==> config.mk <==
export PLATFORM = sky130hd
export DESIGN_NAME = pwm_input_capture_meter_unit
export DESIGN_NICKNAME = d
export VERILOG_FILES = /design/src/rtl/picm_pkg.sv /design/src/rtl/picm_div.sv /design/src/rtl/picm_dp.sv /design/src/rtl/picm_ctrl.sv /design/src/rtl/pwm_input_capture_meter_unit.sv
export SDC_FILE = /design/constraint.sdc
export NUM_CORES = 1
export LEC_CHECK = 0
export ABC_AREA = 1
export BUFFER_PORTS_ARGS = -buffer_cell sky130_fd_sc_hd__buf_2
export CORE_MARGIN = 2
export CORE_UTILIZATION = 47
export DETAILED_ROUTE_END_ITERATION = 8
export PLACE_DENSITY = 0.75
export SLEW_MARGIN = 20
export SYNTH_ARGS = -nofsm -noshare
export SYNTH_HDL_FRONTEND = slang
export SYNTH_HIERARCHICAL = 1
export SYNTH_SLANG_ARGS = --single-unit
==> constraint.sdc <==
create_clock -name clk -period 9.2 [get_ports clk]
set_input_delay 0.92 -clock clk [delete_from_list [all_inputs] [get_ports clk]]
set_output_delay 0.92 -clock clk [all_outputs]
set_load 0.01 [all_outputs]
==> src/rtl/picm_pkg.sv <==
package picm_pkg;

    localparam int CFG_W  = 32;
    localparam int CPO_W  = 17;
    localparam int TICK_W = 32;
    localparam int CAP_IN_W = 16;
    localparam int DUTY_W = 16;
    localparam int DIV_W  = 32;
    localparam int DIV_CNT_W = 6;

    localparam logic [0:0] REG_TIMER_CLOCK_HZ      = 1'b0;
    localparam logic [0:0] REG_COUNTS_PER_OVERFLOW = 1'b1;

    localparam logic [CFG_W-1:0] TIMER_CLOCK_HZ_RESET      = 32'd1000000;
    localparam logic [CPO_W-1:0] COUNTS_PER_OVERFLOW_RESET = 17'd256;

    localparam logic MODE_EDGE     = 1'b0;
    localparam logic MODE_OVERFLOW = 1'b1;

    localparam logic SENSE_RISE = 1'b0;
    localparam logic SENSE_FALL = 1'b1;

    localparam logic [1:0] PHASE_FIRST = 2'd0;
    localparam logic [1:0] PHASE_FALL  = 2'd1;
    localparam logic [1:0] PHASE_RISE  = 2'd2;

    localparam logic [DIV_CNT_W-1:0] FREQ_STEPS = 6'd32;
    localparam logic [DIV_CNT_W-1:0] DUTY_STEPS = 6'd16;
    localparam logic [DUTY_W-1:0]    DUTY_MAX   = 16'hFFFF;

    typedef struct packed {
        logic                mode;
        logic [CAP_IN_W-1:0] capture_count;
    } in_t;

    typedef struct packed {
        logic              sense_falling;
        logic [TICK_W-1:0] high_ticks;
        logic [TICK_W-1:0] period_ticks;
        logic [TICK_W-1:0] frequency_hz;
        logic [DUTY_W-1:0] duty_fraction;
        logic              measurement_valid;
    } out_t;

    typedef struct packed {
        logic load_in;
        logic mul;
        logic update;
        logic clear_res;
        logic div_freq;
        logic store_freq;
        logic sat_duty;
        logic div_duty;
        logic store_duty;
        logic load_out;
    } cmd_t;

    typedef struct packed {
        logic period_zero;
        logic high_ge_period;
        logic div_done;
    } sts_t;

endpackage

==> src/rtl/picm_div.sv <==
module picm_div
    import picm_pkg::*;
(
    input  logic                 clk,
    input  logic                 rst_n,
    input  logic                 start,
    input  logic [DIV_W-1:0]     rem_init,
    input  logic [DIV_W-1:0]     num,
    input  logic [DIV_W-1:0]     den,
    input  logic [DIV_CNT_W-1:0] steps,
    output logic                 done,
    output logic [DIV_W-1:0]     quot
);

    logic [DIV_W-1:0]     rem_reg, rem_next;
    logic [DIV_W-1:0]     num_reg, num_next;
    logic [DIV_W-1:0]     quot_reg, quot_next;
    logic [DIV_CNT_W-1:0] cnt_reg, cnt_next;
    logic                 busy_reg, busy_next;
    logic                 done_reg, done_next;
    logic [DIV_W:0]       trial;
    logic [DIV_W:0]       diff;
    logic                 fits;

    // One quotient bit per cycle, restoring form.
    assign trial = {rem_reg, num_reg[DIV_W-1]};
    assign diff  = trial - {1'b0, den};
    assign fits  = (trial >= {1'b0, den});

    always_comb
    begin
        rem_next  = rem_reg;
        num_next  = num_reg;
        quot_next = quot_reg;
        cnt_next  = cnt_reg;
        busy_next = busy_reg;
        done_next = 1'b0;
        if (start)
        begin
            rem_next  = rem_init;
            num_next  = num;
            quot_next = '0;
            cnt_next  = steps;
            busy_next = 1'b1;
        end
        else if (busy_reg)
        begin
            rem_next  = fits ? diff[DIV_W-1:0] : trial[DIV_W-1:0];
            num_next  = {num_reg[DIV_W-2:0], 1'b0};
            quot_next = {quot_reg[DIV_W-2:0], fits};
            cnt_next  = cnt_reg - DIV_CNT_W'(1);
            if (cnt_reg == DIV_CNT_W'(1))
            begin
                busy_next = 1'b0;
                done_next = 1'b1;
            end
        end
    end

    always_ff @(posedge clk or negedge rst_n)
    begin
        if (!rst_n)
        begin
            cnt_reg  <= '0;
            busy_reg <= 1'b0;
            done_reg <= 1'b0;
        end
        else
        begin
            cnt_reg  <= cnt_next;
            busy_reg <= busy_next;
            done_reg <= done_next;
        end
    end

    always_ff @(posedge clk)
    begin
        rem_reg  <= rem_next;
        num_reg  <= num_next;
        quot_reg <= quot_next;
    end

    assign done = done_reg;
    assign quot = quot_reg;

endmodule

==> src/rtl/picm_dp.sv <==
module picm_dp
    import picm_pkg::*;
#(
    parameter int COUNTER_WIDTH  = 16,
    parameter int OVERFLOW_WIDTH = 16
)
(
    input  logic             clk,
    input  logic             rst_n,
    input  logic             cfg_we,
    input  logic [0:0]       cfg_index,
    input  logic [CFG_W-1:0] cfg_data,
    input  in_t              in_data,
    input  cmd_t             cmd,
    output sts_t             sts,
    output out_t             out_data
);

    localparam int CAP_W  = (COUNTER_WIDTH < CAP_IN_W) ? COUNTER_WIDTH : CAP_IN_W;
    localparam int PROD_W = OVERFLOW_WIDTH + CPO_W;
    localparam int SUM_W  = (PROD_W + 1 > TICK_W + 1) ? PROD_W + 1 : TICK_W + 1;

    logic [CFG_W-1:0]          tch_reg;
    logic [CPO_W-1:0]          cpo_reg;
    logic                      mode_reg;
    logic [CAP_W-1:0]          cap_reg;
    logic [PROD_W-1:0]         prod_reg;
    logic [1:0]                phase_reg, phase_next;
    logic [CAP_W-1:0]          start_reg, start_next;
    logic [OVERFLOW_WIDTH-1:0] ovf_reg, ovf_next;
    logic [TICK_W-1:0]         pend_reg, pend_next;
    logic [TICK_W-1:0]         lhigh_reg, lhigh_next;
    logic [TICK_W-1:0]         lper_reg, lper_next;
    logic                      vflag_reg, vflag_next;
    logic [TICK_W-1:0]         freq_reg;
    logic [DUTY_W-1:0]         duty_reg;
    out_t                      out_reg;
    logic [SUM_W-1:0]          sum;
    logic [SUM_W-1:0]          start_ext;
    logic [SUM_W-1:0]          delta;
    logic [TICK_W-1:0]         span;
    logic                      div_start;
    logic [DIV_W-1:0]          div_rem_init;
    logic [DIV_W-1:0]          div_num;
    logic [DIV_CNT_W-1:0]      div_steps;
    logic                      div_done;
    logic [DIV_W-1:0]          div_quot;

    always_ff @(posedge clk or negedge rst_n)
    begin
        if (!rst_n)
        begin
            tch_reg <= TIMER_CLOCK_HZ_RESET;
            cpo_reg <= COUNTS_PER_OVERFLOW_RESET;
        end
        else if (cfg_we)
        begin
            if (cfg_index == REG_TIMER_CLOCK_HZ)
            begin
                tch_reg <= cfg_data;
            end
            if (cfg_index == REG_COUNTS_PER_OVERFLOW)
            begin
                cpo_reg <= cfg_data[CPO_W-1:0];
            end
        end
    end

    always_ff @(posedge clk)
    begin
        if (cmd.load_in)
        begin
            mode_reg <= in_data.mode;
            cap_reg  <= in_data.capture_count[CAP_W-1:0];
        end
        if (cmd.mul)
        begin
            prod_reg <= PROD_W'(ovf_reg) * PROD_W'(cpo_reg);
        end
    end

    // Ticks since the start count; clamps at zero and at the 32-bit maximum.
    assign sum       = SUM_W'(cap_reg) + SUM_W'(prod_reg);
    assign start_ext = SUM_W'(start_reg);
    assign delta     = sum - start_ext;

    always_comb
    begin
        if (sum < start_ext)
        begin
            span = '0;
        end
        else if (|delta[SUM_W-1:TICK_W])
        begin
            span = '1;
        end
        else
        begin
            span = delta[TICK_W-1:0];
        end
    end

    always_comb
    begin
        phase_next = phase_reg;
        start_next = start_reg;
        ovf_next   = ovf_reg;
        pend_next  = pend_reg;
        lhigh_next = lhigh_reg;
        lper_next  = lper_reg;
        vflag_next = vflag_reg;
        if (cmd.update)
        begin
            if (mode_reg == MODE_OVERFLOW)
            begin
                if (ovf_reg != '1)
                begin
                    ovf_next = ovf_reg + OVERFLOW_WIDTH'(1);
                end
            end
            else
            begin
                unique case (phase_reg)
                    PHASE_FALL:
                    begin
                        pend_next  = span;
                        phase_next = PHASE_RISE;
                    end
                    PHASE_RISE:
                    begin
                        lper_next  = span;
                        lhigh_next = pend_reg;
                        vflag_next = 1'b1;
                        ovf_next   = '0;
                        start_next = cap_reg;
                        phase_next = PHASE_FALL;
                    end
                    default:
                    begin
                        start_next = cap_reg;
                        ovf_next   = '0;
                        phase_next = PHASE_FALL;
                    end
                endcase
            end
        end
    end

    always_ff @(posedge clk or negedge rst_n)
    begin
        if (!rst_n)
        begin
            phase_reg <= PHASE_FIRST;
            start_reg <= '0;
            ovf_reg   <= '0;
            pend_reg  <= '0;
            lhigh_reg <= '0;
            lper_reg  <= '0;
            vflag_reg <= 1'b0;
        end
        else
        begin
            phase_reg <= phase_next;
            start_reg <= start_next;
            ovf_reg   <= ovf_next;
            pend_reg  <= pend_next;
            lhigh_reg <= lhigh_next;
            lper_reg  <= lper_next;
            vflag_reg <= vflag_next;
        end
    end

    // The duty division starts from the high time as remainder, since the
    // high time is below the period whenever it runs.
    assign div_start    = cmd.div_freq | cmd.div_duty;
    assign div_rem_init = cmd.div_duty ? lhigh_reg : '0;
    assign div_num      = cmd.div_duty ? '0 : tch_reg;
    assign div_steps    = cmd.div_duty ? DUTY_STEPS : FREQ_STEPS;

    picm_div u_div (
        .clk      (clk),
        .rst_n    (rst_n),
        .start    (div_start),
        .rem_init (div_rem_init),
        .num      (div_num),
        .den      (lper_reg),
        .steps    (div_steps),
        .done     (div_done),
        .quot     (div_quot)
    );

    always_ff @(posedge clk)
    begin
        if (cmd.clear_res)
        begin
            freq_reg <= '0;
            duty_reg <= '0;
        end
        if (cmd.store_freq)
        begin
            freq_reg <= div_quot;
        end
        if (cmd.sat_duty)
        begin
            duty_reg <= DUTY_MAX;
        end
        if (cmd.store_duty)
        begin
            duty_reg <= div_quot[DUTY_W-1:0];
        end
        if (cmd.load_out)
        begin
            out_reg.sense_falling     <= (phase_reg == PHASE_FALL) ? SENSE_FALL
                                                                   : SENSE_RISE;
            out_reg.high_ticks        <= lhigh_reg;
            out_reg.period_ticks      <= lper_reg;
            out_reg.frequency_hz      <= freq_reg;
            out_reg.duty_fraction     <= duty_reg;
            out_reg.measurement_valid <= vflag_reg;
        end
    end

    assign sts.period_zero    = (lper_reg == '0);
    assign sts.high_ge_period = (lhigh_reg >= lper_reg);
    assign sts.div_done       = div_done;
    assign out_data           = out_reg;

endmodule

==> src/rtl/picm_ctrl.sv <==
module picm_ctrl
    import picm_pkg::*;
(
    input  logic clk,
    input  logic rst_n,
    input  logic in_valid,
    output logic in_ready,
    output logic out_valid,
    input  logic out_ready,
    input  sts_t sts,
    output cmd_t cmd
);

    localparam logic [2:0] S_IDLE  = 3'd0;
    localparam logic [2:0] S_MUL   = 3'd1;
    localparam logic [2:0] S_SPAN  = 3'd2;
    localparam logic [2:0] S_CHECK = 3'd3;
    localparam logic [2:0] S_FREQ  = 3'd4;
    localparam logic [2:0] S_DUTY  = 3'd5;
    localparam logic [2:0] S_OUT   = 3'd6;

    logic [2:0] state_reg, state_next;
    logic       out_valid_reg, out_valid_next;

    always_comb
    begin
        state_next = state_reg;
        cmd        = '0;
        in_ready   = 1'b0;
        unique case (state_reg)
            S_IDLE:
            begin
                in_ready = 1'b1;
                if (in_valid)
                begin
                    cmd.load_in = 1'b1;
                    state_next  = S_MUL;
                end
            end
            S_MUL:
            begin
                cmd.mul    = 1'b1;
                state_next = S_SPAN;
            end
            S_SPAN:
            begin
                cmd.update = 1'b1;
                state_next = S_CHECK;
            end
            S_CHECK:
            begin
                if (sts.period_zero)
                begin
                    cmd.clear_res = 1'b1;
                    state_next    = S_OUT;
                end
                else
                begin
                    cmd.div_freq = 1'b1;
                    state_next   = S_FREQ;
                end
            end
            S_FREQ:
            begin
                if (sts.div_done)
                begin
                    cmd.store_freq = 1'b1;
                    if (sts.high_ge_period)
                    begin
                        cmd.sat_duty = 1'b1;
                        state_next   = S_OUT;
                    end
                    else
                    begin
                        cmd.div_duty = 1'b1;
                        state_next   = S_DUTY;
                    end
                end
            end
            S_DUTY:
            begin
                if (sts.div_done)
                begin
                    cmd.store_duty = 1'b1;
                    state_next     = S_OUT;
                end
            end
            S_OUT:
            begin
                if (!out_valid_reg || out_ready)
                begin
                    cmd.load_out = 1'b1;
                    state_next   = S_IDLE;
                end
            end
            default:
            begin
                state_next = S_IDLE;
            end
        endcase
    end

    always_comb
    begin
        out_valid_next = out_valid_reg;
        if (cmd.load_out)
        begin
            out_valid_next = 1'b1;
        end
        else if (out_ready)
        begin
            out_valid_next = 1'b0;
        end
    end

    always_ff @(posedge clk or negedge rst_n)
    begin
        if (!rst_n)
        begin
            state_reg     <= S_IDLE;
            out_valid_reg <= 1'b0;
        end
        else
        begin
            state_reg     <= state_next;
            out_valid_reg <= out_valid_next;
        end
    end

    assign out_valid = out_valid_reg;

endmodule

==> src/rtl/pwm_input_capture_meter_unit.sv <==
// Channel   Direction  Handshake              Payload
// cfg       in         cfg_we                 cfg_index, cfg_data
// in        in         in_valid / in_ready    in_data  (mode, capture_count)
// out       out        out_valid / out_ready  out_data (edge, ticks, frequency, duty, valid)
//
// in_ready stays low from acceptance until the result is loaded into the output
// register, while the 32-step frequency division and the 16-step duty division
// run on one shared bit-serial divider. A zero period skips both divisions, and
// a high time that reaches the period skips the duty division. A finished result
// waits in the output register while the next request is accepted. Reset is
// asynchronous and needs no clearing pass.
module pwm_input_capture_meter_unit
    import picm_pkg::*;
#(
    parameter int COUNTER_WIDTH  = 16,
    parameter int OVERFLOW_WIDTH = 16
)
(
    input  logic             clk,
    input  logic             rst_n,
    input  logic             cfg_we,
    input  logic [0:0]       cfg_index,
    input  logic [CFG_W-1:0] cfg_data,
    input  logic             in_valid,
    output logic             in_ready,
    input  in_t              in_data,
    output logic             out_valid,
    input  logic             out_ready,
    output out_t             out_data
);

    cmd_t cmd;
    sts_t sts;

    picm_ctrl u_ctrl (
        .clk       (clk),
        .rst_n     (rst_n),
        .in_valid  (in_valid),
        .in_ready  (in_ready),
        .out_valid (out_valid),
        .out_ready (out_ready),
        .sts       (sts),
        .cmd       (cmd)
    );

    picm_dp #(
        .COUNTER_WIDTH  (COUNTER_WIDTH),
        .OVERFLOW_WIDTH (OVERFLOW_WIDTH)
    ) u_dp (
        .clk       (clk),
        .rst_n     (rst_n),
        .cfg_we    (cfg_we),
        .cfg_index (cfg_index),
        .cfg_data  (cfg_data),
        .in_data   (in_data),
        .cmd       (cmd),
        .sts       (sts),
        .out_data  (out_data)
    );

    a_busy_after_accept: assert property (@(posedge clk) disable iff (!rst_n)
        in_valid && in_ready |=> !in_ready)
        else $error("request accepted while the previous one is still in work");

    a_zero_period_results: assert property (@(posedge clk) disable iff (!rst_n)
        out_valid && (out_data.period_ticks == '0)
        |-> (out_data.frequency_hz == '0) && (out_data.duty_fraction == '0))
        else $error("nonzero frequency or duty with a zero period");

    a_period_needs_valid: assert property (@(posedge clk) disable iff (!rst_n)
        out_valid && !out_data.measurement_valid |-> (out_data.period_ticks == '0))
        else $error("period reported before a full period was measured");

endmodule

==> metrics.yaml, run 1 <==
vias_per_cell: 5.07
cts_buffer_depth: 3
routabilityCongestion: 0.951
cts_hold_buf: 0
grt_pass1_vias: 27103
syn_area_per_cell_sq_um: 8.17
ys_seq_area_frac: 0.387
start_util: 0.476
io_pins: 171
yosysTopAreaCell: "edfxtp_1"
synth_compound_area_frac: 0.0448
maxCapViolCount: 0
post-route-util: 0.519
route.detailed.drc: 0
coreArea_sq_um: 74700
diodes: 0
floorplan.rows: 100
dp_hpwl_mm: 66.0
drv_slew: 0
worst-setup-path-type: "register to register"
timing.hold.ws_ns: 0.328
cts_tree: "built"
rsz0062_at_grt: "false"
synth.area.top_cells: "edfxtp_1, nand2_1, dfrtp_1"
cts-resized-gates: 0
netlist_area_sq_um: 35500
crit_fanout: 20
die-area_sq_um: 77800
p_per_area_nw_per_um2: 307
fill_cells: 6897
start_kind: "register"
clk_pin_slew_ns: 0.06
fin_crit_ns: 6.50
skew_ns: 0.0482
synth_mux_area_frac: 0
cp-startpoint: "u_dp/ovf_reg[11]"
final_nets: 4904
crit_top_cell: "fa_1"
grt_max_degree: 77
setup_violations: 0
synth-xor-area-share: 0.0209
max_slew.worst_pin.slew_ns: 1.06
crit_arrival_ns: 6.82
max-vdd-ir-drop_mv: 0.196
dr.pass1.iters: 7
cp.required_ns: 9.52
max_freq_ghz: 0.154
die_w_microns: 279
crit_chain: "nand2_1 -> fa_1 -> inv_1 -> fa_1 -> fa_1 -> fa_1 -> fa_1 -> inv_1 -> fa_1 -> inv_1 -> ha_1 -> nand2_1 -> nor4_1 -> nand4_1 -> nand3_1 -> nand3_1 -> nand2_1 -> a31oi_1 -> xnor2_1"
synth_simple_gate_area_frac: 0.240
crit_path_end_kind: "register"
cts_setup_buffers: 0
fin_crit_sh: 0.707
synth_top_family_by_area: "simple AND/OR/NAND/NOR gates"
port_buffers: 170
ys_ff_latch: 500
drt-total-wl_mm: 87.3
cts_made_buffers: 52
r2r-start: "u_dp/ovf_reg[11]"
ff2ff_setup_slack_ns: 2.70
area_delta_synth_final_pct: 9.14
reg2reg_depth: 19
finalHoldViolations: 0
drtIter0Drc: 1995
grt_pass1_wl_mm: 140
drive_gt1_frac: 0.0918
synth_cells: 4350
synth.top_cell.area_share: 0.233
netlist-cell-type-count: 59
tns_ns: 0
largest_register_ffs: 114
hp-class: "input port to async pin"
clock_latency_ns: 0.61
cp_slowest_stage_delay_ns: 0.87
synth_fa_ha_area_frac: 0.191
status: "finished clean"
clock-sinks: 500
clockRootBuffer: "clkbuf_16"
htreeDepth: 2
crit_slowest_cell: "dfrtp_1"
num_vias: 27603
slew_headroom: 0.293
antenna_found_initial: 0
grt-ovfl-total: 0
grt_use_total: 0.226
ys.warnings.count: 6
r2r-end: "u_dp/prod_reg[32]"
avgRoutedWirePerCell_microns: 16.0
power.leakage_nw: 20.5
ant_nets: 0
die_y_microns: 279
[area by class of cell]
cell class,instances,area [sq um],area share
clock inverters,22,233,0.00600
flip-flops and latches,500,13700,0.354
multi-input cells,2795,17700,0.457
inverters,900,3380,0.0872
clock buffers,76,1530,0.0394
well taps,969,1210,0.0313
repair buffers,185,972,0.0251
[where the power goes]
part | switching [mW] | total, mW | internal [mW] | leakage (nW)
logic | 3.84 | 5.93 | 2.09 | 14.4
registers | 0.616 | 3.83 | 3.22 | 5.31
clock network | 0.898 | 2.15 | 1.25 | 0.870
total | 5.35 | 11.9 | 6.56 | 20.5
[routing by layer]
metal  global-route usage  wire [microns]  up-vias
met5                    0               0        -
met4                0.104            4040        0
met3               0.0256            4450      177
met2                0.395           43500      803
met1                0.281           35300    13108
li1                     -               -    13515
[Yosys cell counts, drive strengths merged]
| cell type | instances |
|---|---|
| or3 | 1 |
| o22ai | 31 |
| nor3b | 1 |
| o21ai | 99 |
| o21bai | 4 |
| nand3 | 245 |
| dlygate4sd1 | 1 |
| a21o | 6 |
| edfxtp | 276 |
| clkbuf | 115 |
| and2 | 2 |
| ha | 204 |
| a221oi | 1 |
| a221o | 1 |
| or2 | 5 |
| a211oi | 4 |
| dfstp | 8 |
| o311ai | 1 |
| xor2 | 42 |
| buf | 40 |
| a31oi | 10 |
| o221a | 1 |
| o21a | 2 |
| o221ai | 2 |
| nand4 | 38 |
| nor3 | 23 |
| o211ai | 8 |
| conb | 1 |
| a32oi | 1 |
| a21boi | 1 |
| nand3b | 29 |
| clkinv | 2 |
| fa | 211 |
| nor4 | 10 |
| inv | 898 |
| dfxtp | 32 |
| nand2 | 1431 |
| a21oi | 115 |
| xnor2 | 43 |
| dfrtp | 184 |
| dlygate4sd3 | 2 |
| nor2 | 219 |
[metrics by stage]
stage	power, mW	setup slack, ns	cell area (sq um)	instances
after global routing	12.9	2.32	38800	5447
after floorplan	8.15	3.22	35500	4353
after global placement	9.58	3.06	37000	5349
final	11.9	2.70	38800	5447
after CTS	11.9	2.74	38800	5447
after detailed placement	9.72	2.80	37000	5349
[how the worst max path moves through the flow]
stage	end	slack [ns]	cells after the start
detailed placement	u_dp/prod_reg[32]	2.80	19
finish	u_dp/prod_reg[32]	2.70	19
global placement	u_dp/prod_reg[32]	3.06	19
floorplan	u_dp/prod_reg[31]	3.22	25
CTS	u_dp/prod_reg[32]	2.74	19
global route	u_dp/prod_reg[31]	2.32	23
[cell families after synthesis]
kind of cell,count (synthesis)
AND/OR/NAND/NOR,2004
buffers and inverters,1058
flip-flops,500
adder cells (fa/ha/maj),415
AO/OA/AOI/OAI,287
XOR/XNOR,85
other,1
[critical path: cells and delay by family, from the launching register on]
| kind | cells | cell delay, ns |
|---|---|---|
| buffers and inverters | 3 | 0.15 |
| flip-flops | 1 | 0.87 |
| AND/OR/NAND/NOR | 7 | 1.35 |
| XOR/XNOR | 1 | 0.14 |
| adder cells (fa/ha/maj) | 7 | 3.58 |
| AO/OA/AOI/OAI | 1 | 0.11 |
[cell usage in the layout, fill, tap and decap left out, drive strengths merged, types with 6 or more instances in the layout]
cell	instances
a21o	6
a21oi	115
a31oi	10
buf	184
clkbuf	77
clkinv	17
dfrtp	184
dfstp	8
dfxtp	32
edfxtp	276
fa	211
ha	204
inv	902
nand2	1431
nand3	245
nand3b	29
nand4	38
nor2	219
nor3	23
nor4	10
o211ai	8
o21ai	99
o22ai	31
xnor2	43
xor2	42
No activity file was read; power rests on OpenSTA's default activity.
==> inputs of run 2 (changes only) <==
--- a/config.mk
+++ b/config.mk
@@ -10,7 +10,7 @@
 export CORE_MARGIN = 2
 export CORE_UTILIZATION = 47
 export DETAILED_ROUTE_END_ITERATION = 8
-export PLACE_DENSITY = 0.75
+export PLACE_DENSITY = 0.77
 export SLEW_MARGIN = 20
 export SYNTH_ARGS = -nofsm -noshare
 export SYNTH_HDL_FRONTEND = slang
==> constraint.sdc (replaced) <==
create_clock -name clk -period 5.22 [get_ports clk]
set_input_delay 0.522 -clock clk [delete_from_list [all_inputs] [get_ports clk]]
set_output_delay 0.522 -clock clk [all_outputs]
set_load 0.01 [all_outputs]
==> run 2 against run 1 <==
  * Flip-flop and latch count unchanged
  * Register-to-register slack lost 3.1 ns
  * Via count increased by 3.0%
  * Critical path depth is 4 higher
  * The flow now finishes with violations (hold timing, setup timing)
  * Non-clock buffer count rose by 175
  * Die area unchanged
  * Final area increased by 5.4%
  * Maximum frequency is 16% higher
  * Clock power grew 76%
  * Setup slack got worse by 3.1 ns
  * Wire length increased by 2.9%
  * Combinational power increased by 85%
==> metrics.yaml, run 2 (same netlist as run 1, synthesis figures left out) <==
crit_arrival_ns: 5.95  # -0.87 ns
routabilityCongestion: 0.973  # +2.3%
finalHoldViolations: 1  # +1
final_nets: 5078  # +3.5%
r2r-end: "u_dp/prod_reg[31]"
fin_crit_ns: 5.61  # -0.895 ns
area_delta_synth_final_pct: 15.1
violations: "hold timing, setup timing"
r2r-start: "u_dp/cpo_reg[8]"
cts_tree: "built"
cp.required_ns: 5.56  # -3.96 ns
antenna_found_initial: 1  # +1
clk_pin_slew_ns: 0.07  # about the same
rsz0062_at_grt: "true"
p_per_area_nw_per_um2: 526  # +71%
placed_area_sq_um: 38500  # +4.1%
drt-total-wl_mm: 89.9  # +2.9%
post-route-cell-area_sq_um: 40900  # +5.4%
slew_headroom: 0.285  # -0.00783
skew_ns: 0.0421  # -0.00603 ns
htreeDepth: 2  # unchanged
grt_use_total: 0.232  # +0.00610
io_pins: 171  # unchanged
die-area_sq_um: 77800  # unchanged
final_common_cell: "nand2_1"
cp_slowest_stage_delay_ns: 0.59  # -0.28 ns
drtIter0Drc: 2212  # +11%
max-vdd-ir-drop_mv: 0.375  # +91%
ant_nets: 0  # unchanged
layout_common_cells: "nand2_1, inv_1, edfxtp_1"
die_w_microns: 279  # unchanged
dp_hpwl_mm: 68.5  # +3.7%
setup_violations: 19  # +19
num_vias: 28428  # +3.0%
crit_path_end_kind: "register"
ff2ff_setup_slack_ns: -0.39  # -3.09 ns
start_util: 0.476  # unchanged
crit_top_cell: "fa_1"
drv_slew: 0  # unchanged
grt_pass1_vias: 28158  # +3.9%
route.detailed.drc: 0  # unchanged
clock_latency_ns: 0.63  # +0.02 ns
post-place-ws_ns: -0.440  # -3.24 ns
port_buffers: 170  # unchanged
coreArea_sq_um: 74700  # unchanged
crit_chain: "buf_12 -> buf_12 -> nand2_2 -> fa_1 -> fa_2 -> fa_2 -> fa_1 -> inv_2 -> fa_1 -> inv_2 -> fa_1 -> inv_2 -> ha_4 -> nand2_4 -> nor2_4 -> nand2_1 -> o211ai_1 -> a31oi_1 -> o21bai_1 -> nand2_1 -> o21ai_2 -> a21oi_2 -> xor2_1"
maxCapViolCount: 0  # unchanged
start_kind: "register"
grt_pass1_wl_mm: 145  # +3.4%
grt_max_degree: 108  # +40%
status: "finished, violations left"
setup_ws_ns: -0.386  # -3.09 ns
reg2reg_depth: 23  # +4
cts_buffer_depth: 3  # unchanged
clock-sinks: 500  # unchanged
dr.pass1.iters: 7  # unchanged
vias_per_cell: 5.06  # -0.18%
max_freq_ghz: 0.178  # +16%
cts_made_buffers: 51  # -1.9%
crit_slowest_cell: "dfstp_2"
clockRootBuffer: "clkbuf_16"
crit_fanout: 4  # -80%
grt-ovfl-total: 0  # unchanged
largest_register_ffs: 114  # unchanged
cts_hold_buf: 0  # unchanged
hp-class: "input port to async pin"
avgRoutedWirePerCell_microns: 16.0  # -0.24%
worst-setup-path-type: "register to register"
fin_crit_sh: 1.07  # +0.367
drive_gt1_frac: 0.152  # +0.0600
timing.hold.ws_ns: -0.000507  # -0.328 ns
power.leakage_nw: 21.6  # +4.9%
floorplan.rows: 100  # unchanged
max_slew.worst_pin.slew_ns: 1.06  # +0.00445 ns
die_y_microns: 279  # unchanged
## run 2: power by group
part	leakage [nW]	switching, mW	internal (mW)	total, mW
logic	15.4	7.07	3.98	11.0
registers	5.29	0.992	5.67	6.66
clock network	0.851	1.65	2.14	3.79
total	21.6	9.70	11.8	21.5
## run 2: layer usage
layer,wire length (microns),global-route usage,up-vias
met5,0,0,-
met4,3880,0.0918,0
met3,4440,0.0242,197
met2,45400,0.412,829
met1,36200,0.290,13524
li1,-,-,13878
## run 2: how the worst max path moves through the flow
stage	startpoint	endpoint	slack [ns]	cells after the start
global route	u_dp/cpo_reg[8]	u_dp/prod_reg[32]	-0.59	24
finish	u_dp/cpo_reg[8]	u_dp/prod_reg[31]	-0.39	23
global placement	u_dp/cpo_reg[11]	u_dp/prod_reg[25]	-0.34	21
CTS	u_dp/cpo_reg[8]	u_dp/prod_reg[31]	-0.30	22
floorplan	u_dp/ovf_reg[4]	u_dp/prod_reg[31]	-0.25	25
detailed placement	u_dp/cpo_reg[9]	u_dp/prod_reg[32]	-0.44	20
## run 2: metrics by stage
step | setup TNS [ns] | total power [mW] | std cells | util
floorplan | -0.799 | 14.5 | 4353 | -
global placement | -3.60 | 17.2 | 5505 | 0.516
detailed placement | -5.22 | 17.4 | 5505 | 0.516
CTS | -3.41 | 21.4 | 5605 | 0.542
global route | -9.01 | 23.3 | 5620 | 0.547
finish | -5.28 | 21.5 | 5620 | 0.547
## run 2: critical path: cells and delay by family (launching register included)
family,cells,cell delay (ns)
simple gates,5,0.39
xor+xnor,1,0.14
buf+inv,5,0.36
compound gates,5,0.66
fa+ha+maj,7,3.21
flops,1,0.59
## run 2: cell type report
class / instances / area [sq um]
Clock inverter: 29 / 322
Timing Repair Buffer: 360 / 2510
Multi-Input combinational cell: 2795 / 18300
Clock buffer: 66 / 1420
Fill cell: 6621 / 33800
Sequential cell: 500 / 13800
Tap cell: 969 / 1210
Antenna cell: 1 / 2.50
Inverter: 900 / 3380
## run 2: timing repair
item / CTS / global route
pin swaps: 21 / 49
setup endpoints to repair: 20 / 23
resized for setup: 46 / 75
setup buffers: 4 / 18
cloned: 1 / 0
